<file path="src/rtl/core/sapf_pkg.sv">
`timescale 1ns / 1ps
// ---------------------------------------------------------------------------
// sapf_pkg
// Shared types and constants of the steering angle PD force block.
// ---------------------------------------------------------------------------
package sapf_pkg;

  // Default full-scale wheel angle in degrees
  localparam int unsigned MAX_ANGLE_DEG_DEF = 120;

  // Configuration port
  localparam int unsigned CFG_IDX_W  = 3;
  localparam int unsigned CFG_DATA_W = 20;

  localparam logic [CFG_IDX_W-1:0] REG_AXIS_CENTER      = 3'd0;
  localparam logic [CFG_IDX_W-1:0] REG_AXIS_HALF_RANGE  = 3'd1;
  localparam logic [CFG_IDX_W-1:0] REG_PROP_GAIN        = 3'd2;
  localparam logic [CFG_IDX_W-1:0] REG_DERIV_GAIN       = 3'd3;
  localparam logic [CFG_IDX_W-1:0] REG_FORCE_LIMIT      = 3'd4;
  localparam logic [CFG_IDX_W-1:0] REG_COMMAND_DEADBAND = 3'd5;
  localparam logic [CFG_IDX_W-1:0] REG_TIMEOUT_US       = 3'd6;
  localparam logic [CFG_IDX_W-1:0] REG_INVERT_WHEEL     = 3'd7;

  // Register reset values
  localparam logic [14:0] RST_AXIS_CENTER      = 15'd0;
  localparam logic [14:0] RST_AXIS_HALF_RANGE  = 15'd10000;
  localparam logic [15:0] RST_PROP_GAIN        = 16'd4608;
  localparam logic [15:0] RST_DERIV_GAIN       = 16'd115;
  localparam logic [13:0] RST_FORCE_LIMIT      = 14'd3333;
  localparam logic [14:0] RST_COMMAND_DEADBAND = 15'd983;
  localparam logic [19:0] RST_TIMEOUT_US       = 20'd500000;

  // Command timer and tick length
  localparam logic [19:0] TIMER_MAX     = 20'hFFFFF;
  localparam logic [19:0] DT_DEFAULT_US = 20'd10000;

  // Smoothing weights (Q0.15) and rounding offset
  localparam logic signed [32:0] SMOOTH_OLD  = 33'sd27853;
  localparam logic signed [32:0] SMOOTH_NEW  = 33'sd4915;
  localparam logic signed [32:0] SMOOTH_HALF = 33'sd16384;

  // Microseconds per second for the damping term
  localparam logic signed [20:0] US_PER_S = 21'sd1000000;

  // Shared divider: numerator, divisor and quotient widths
  localparam int unsigned DIV_NW = 53;
  localparam int unsigned DIV_DW = 36;
  localparam int unsigned DIV_QW = 15;

  typedef struct packed {
    logic [14:0] axis_center;
    logic [14:0] axis_half_range;
    logic [15:0] prop_gain;
    logic [15:0] deriv_gain;
    logic [13:0] force_limit;
    logic [14:0] command_deadband;
    logic [19:0] timeout_us;
    logic        invert_wheel;
  } sapf_cfg_t;

  // Controller to datapath commands
  typedef struct packed {
    logic ld_in;
    logic st_smooth;
    logic st_dband;
    logic st_mnum;
    logic div_go;
    logic div_force;
    logic st_meas;
    logic st_err;
    logic st_mul1;
    logic st_mul2;
    logic st_num;
    logic st_out;
  } sapf_cmd_t;

  // Datapath to controller status
  typedef struct packed {
    logic div_done;
  } sapf_sts_t;

endpackage

</file>
<file path="src/rtl/core/sapf_ctrl.sv">
`timescale 1ns / 1ps
// ---------------------------------------------------------------------------
// sapf_ctrl
// Controller: steps one item through the datapath and owns the handshake
// of both channels.
// ---------------------------------------------------------------------------
module sapf_ctrl
  import sapf_pkg::*;
(
  input  logic      clk,
  input  logic      rst_n,
  input  logic      in_valid,
  output logic      in_stall,
  output logic      out_valid,
  input  logic      out_stall,
  output sapf_cmd_t cmd,
  input  sapf_sts_t sts
);

  typedef enum logic [3:0] {
    S_IDLE,
    S_SMOOTH,
    S_DBAND,
    S_MNUM,
    S_MDIV_GO,
    S_MDIV_WAIT,
    S_MEAS,
    S_ERR,
    S_MUL1,
    S_MUL2,
    S_NUM,
    S_FDIV_GO,
    S_FDIV_WAIT,
    S_OUT
  } state_t;

  state_t state_r;
  state_t state_nxt;
  logic   out_valid_r;
  logic   out_free;
  logic   accept;

  assign out_free = !out_valid_r || !out_stall;
  assign accept   = (state_r == S_IDLE) && in_valid;

  // Next state and commands
  always_comb begin
    state_nxt = state_r;
    cmd       = '0;
    case (state_r)
      S_IDLE: begin
        if (in_valid) begin
          cmd.ld_in = 1'b1;
          state_nxt = S_SMOOTH;
        end
      end
      S_SMOOTH: begin
        cmd.st_smooth = 1'b1;
        state_nxt     = S_DBAND;
      end
      S_DBAND: begin
        cmd.st_dband = 1'b1;
        state_nxt    = S_MNUM;
      end
      S_MNUM: begin
        cmd.st_mnum = 1'b1;
        state_nxt   = S_MDIV_GO;
      end
      S_MDIV_GO: begin
        cmd.div_go = 1'b1;
        state_nxt  = S_MDIV_WAIT;
      end
      S_MDIV_WAIT: begin
        if (sts.div_done) begin
          state_nxt = S_MEAS;
        end
      end
      S_MEAS: begin
        cmd.st_meas = 1'b1;
        state_nxt   = S_ERR;
      end
      S_ERR: begin
        cmd.st_err = 1'b1;
        state_nxt  = S_MUL1;
      end
      S_MUL1: begin
        cmd.st_mul1 = 1'b1;
        state_nxt   = S_MUL2;
      end
      S_MUL2: begin
        cmd.st_mul2 = 1'b1;
        state_nxt   = S_NUM;
      end
      S_NUM: begin
        cmd.st_num = 1'b1;
        state_nxt  = S_FDIV_GO;
      end
      S_FDIV_GO: begin
        cmd.div_go    = 1'b1;
        cmd.div_force = 1'b1;
        state_nxt     = S_FDIV_WAIT;
      end
      S_FDIV_WAIT: begin
        cmd.div_force = 1'b1;
        if (sts.div_done) begin
          state_nxt = S_OUT;
        end
      end
      S_OUT: begin
        cmd.div_force = 1'b1;
        if (out_free) begin
          cmd.st_out = 1'b1;
          state_nxt  = S_IDLE;
        end
      end
      default: begin
        state_nxt = S_IDLE;
      end
    endcase
  end

  // State and result valid
  always_ff @(posedge clk) begin
    if (!rst_n) begin
      state_r     <= S_IDLE;
      out_valid_r <= 1'b0;
    end else begin
      state_r <= state_nxt;
      if (cmd.st_out) begin
        out_valid_r <= 1'b1;
      end else if (!out_stall) begin
        out_valid_r <= 1'b0;
      end
    end
  end

  // Input held off while busy and while in reset
  assign in_stall  = (state_r != S_IDLE) || !rst_n;
  assign out_valid = out_valid_r;

  // One item at a time: an accepted item closes the input
  a_one_item: assert property (@(posedge clk) disable iff (!rst_n)
    accept |=> in_stall)
    else $error("input taken while an item is in progress");

  // Divider completion is only expected while waiting for it
  a_div_done: assert property (@(posedge clk) disable iff (!rst_n)
    sts.div_done |-> (state_r == S_MDIV_WAIT || state_r == S_FDIV_WAIT))
    else $error("divider finished outside a wait state");

  // A loaded result is offered on the next cycle
  a_out_load: assert property (@(posedge clk) disable iff (!rst_n)
    cmd.st_out |=> out_valid)
    else $error("result loaded but not offered");

  // A waiting result is never overwritten
  a_no_overwrite: assert property (@(posedge clk) disable iff (!rst_n)
    (out_valid && out_stall) |-> !cmd.st_out)
    else $error("result register overwritten while stalled");

endmodule

</file>
<file path="config.mk">
export PLATFORM = sky130hd
export DESIGN_NAME = sapf_ctrl
export DESIGN_NICKNAME = d
export VERILOG_FILES = /design/src/rtl/core/sapf_pkg.sv /design/src/rtl/core/sapf_ctrl.sv
export SDC_FILE = /design/constraint.sdc
export NUM_CORES = 1
export LEC_CHECK = 0
export ABC_AREA = 1
export BUFFER_PORTS_ARGS = -buffer_cell sky130_fd_sc_hd__buf_2
export CAP_MARGIN = 10
export CORE_AREA = 8 8 45 47
export DETAILED_ROUTE_END_ITERATION = 16
export DIE_AREA = 0 0 53 55
export PLACE_DENSITY = 0.65
export SLEW_MARGIN = 20
export SYNTH_ARGS = -nofsm -noshare
export SYNTH_HDL_FRONTEND = slang
export SYNTH_SLANG_ARGS = --single-unit
</file>
<file path="constraint.sdc">
create_clock -name clk -period 1.2 [get_ports clk]
set_clock_uncertainty 0.05 [all_clocks]
set_input_delay 0.12 -clock clk [delete_from_list [all_inputs] [get_ports clk]]
set_output_delay 0.12 -clock clk [all_outputs]
set_load 0.01 [all_outputs]
</file>
==> impl_metrics.toml <==
[outcome]
status = "complete, but fails checks"
violations = "setup timing"

[logic_synthesis]
yosysWarnings = 0
netlist-cell-type-count = 14
netlist_area_um2 = 385
syn_nets = 76
ys_ff_latch = 5
synthCells = 71
syn_avg_cell_area_um2 = 5.43
seq_area_frac_synth_pct = 26.0

[sta]
fmax_mhz = 753
hold_slack_ns = 0.112
fin_crit_sh_pct = 111
setup_viol = 17
rsz0062_at_grt = "yes"
timing.final.ws_setup_ns = -0.127
period_needed_ns = 1.33
hold_viol = 0
slew_violations = 0
maxSlewHeadroom_pct = 87.3
finalSetupTns_ns = -1.48
worst_pin_slew_ns = 0.189

[cells_and_area]
final_cell_mix = "17 x buf_2, 11 x nand2_1, 10 x inv_1, 9 x nor2_1, 8 x buf_4"
finish.net_count = 113
area_growth_pct = 93.2
drive_above_1_share_pct = 58.9
final_common_cell = "buf_2"
final_area_um2 = 744
n_antenna_cell = 0

[setup_path]
reg2reg_setup_slack_ns = -0.12
rr_worst_depth = 9
cp-startpoint = "state_r[3]$_SDFFE_PN0P_"
cp_data_arrival_time_ns = 1.16
crit_buf_inv = 2
start_kind = "flip-flop"
r2r-end = "state_r[1]$_SDFFE_PN0P_"
path_class = "reg -> out"
slowest_delay_ns = 0.39
path_max_fanout = 5
worstPathCellList = "nand2_2 > buf_6 > nor2_2 > nor2_2 > nand2_1 > buf_2"
cp_top_family = "flip-flops"
path_common_cell = "nor2_2"
cp_data_required_time_ns = 1.03
reg2reg_from = "state_r[3]$_SDFFE_PN0P_"
endpoint = "cmd[6]"
crit_path_top_delay_cell = "dfxtp_4"
end_kind = "output pin"
crit_cells = 6

[grt]
track_usage_pct = 9.89
grt_pass1_vias = 551
grt_pass1_wl_um = 2140
antenna_found_initial = 0
grt-ovfl-total = 0
grt_max_degree = 7

[routing]
drc = 0
avgViaCountPerCell = 4.59
drtPass1Iterations = 4
routed_wl_um = 1430
drt_iter0_markers = 3
vias = 564
wl_per_cell_um = 11.7
ant_nets = 0

[cts]
cts_tree = "done"
clock_latency_ns = 0.24
clock-sinks = 5
path_clk_slew_ns = 0.05
cts_buffers = 3
cts-root-buf = "clkbuf_4"
htree_levels = 1
cts_buffer_depth = 2

[power_and_ir_drop]
power_uw = 662
power_leakage_nw = 0.433
power.density_nw_per_um2 = 890
ir_drop_mv = 0.472

[floorplan]
die_y_um = 55
core-area_um2 = 1380
row_count = 14
initial_core_util_pct = 27.8
fp.dieArea_um2 = 2920
die_w_um = 53
ios = 19

[placement]
portBuffers = 18
dpl_worst_slack_ns = -0.0801
post-dp-hpwl_um = 939
placed_cell_area_um2 = 533
place_congestion = 0.796

[min_path]
whs_path_depth = 3
min_path_type = "in -> reg"

[flow_run]
drv_cap = 0
-- where the power goes --
| part | switching, mW | internal (mW) |
|---|---|---|
| sequential | 0.0240 | 0.177 |
| clock | 0.0703 | 0.121 |
| combinational | 0.145 | 0.126 |
-- flip-flops by register name, indices dropped and copies added (netlist names) --
signal / count
out_valid: 1
state_r: 4
-- metal layers --
layer	up-vias	routed length (um)	track usage, %
met5	-	0	0
met4	0	8	6.90
met3	2	149	2.14
met2	17	762	19.7
met1	254	514	8.51
li1	291	-	-
-- worst min path at each step --
stage | from | endpoint | slack (ns)
final | out_stall | out_valid$_SDFFE_PN0P_ | 0.11
after floorplan | out_stall | out_valid$_SDFFE_PN0P_ | 0.24
after CTS | out_stall | out_valid$_SDFFE_PN0P_ | 0.10
after global placement | out_stall | out_valid$_SDFFE_PN0P_ | 0.36
after detailed placement | out_stall | out_valid$_SDFFE_PN0P_ | 0.36
after global routing | out_stall | out_valid$_SDFFE_PN0P_ | 0.14
-- worst register-to-register path: stages, from the launching register on --
cell and delay (ns):
dfxtp_4 0.37, buf_6 0.12, nor2_4 0.12, buf_6 0.11, nand3_1 0.06, nand2_1 0.09, inv_1 0.05, nand2_2 0.09
buf_4 0.12, nor3_1 0.03
-- area by class of cell --
cell class	count	area, um2
fill	140	639
sequential	5	115
multi-input combinational	50	293
clock buffer	3	22.5
clock inverter	1	5.00
timing repair buffer	32	224
inverter	16	65.1
tap	16	20.0
-- cells by family after synthesis --
group / share of synthesized area (%)
compound gates: 10.4
buf+inv: 15.6
flops: 26.0
simple gates: 48.1
-- cells in the mapped netlist --
cell type  instances  area share (%)
nor3_1             2             2.6
nand2_2            1             1.6
dfxtp_1            5              26
inv_1             16              16
o21ai_0            1             1.3
nor2_1            14              14
o21bai_1           1             1.9
nor2_2             1             1.6
a21oi_1            3             3.9
nand3_1            7             9.1
a31oi_1            1             1.6
nor2_4             1             2.9
o22ai_1            1             1.6
nand2_1           17              17
-- metrics by stage --
stage / cells / util [%]
after floorplan: 71 / -
after global placement: 110 / 38.5
after detailed placement: 110 / 38.5
after CTS: 122 / 51.3
after global routing: 123 / 53.8
final: 123 / 53.8
-- repair_timing --
action | CTS | global route
buffers inserted | 8 | 1
hold buffers | 0 | 0
pin swaps | 7 | 8
hold endpoints to repair | 0 | 0
resized for setup | 33 | 9
endpoints found under the setup margin | 16 | 17
No activity file was read; power rests on OpenSTA's default activity.
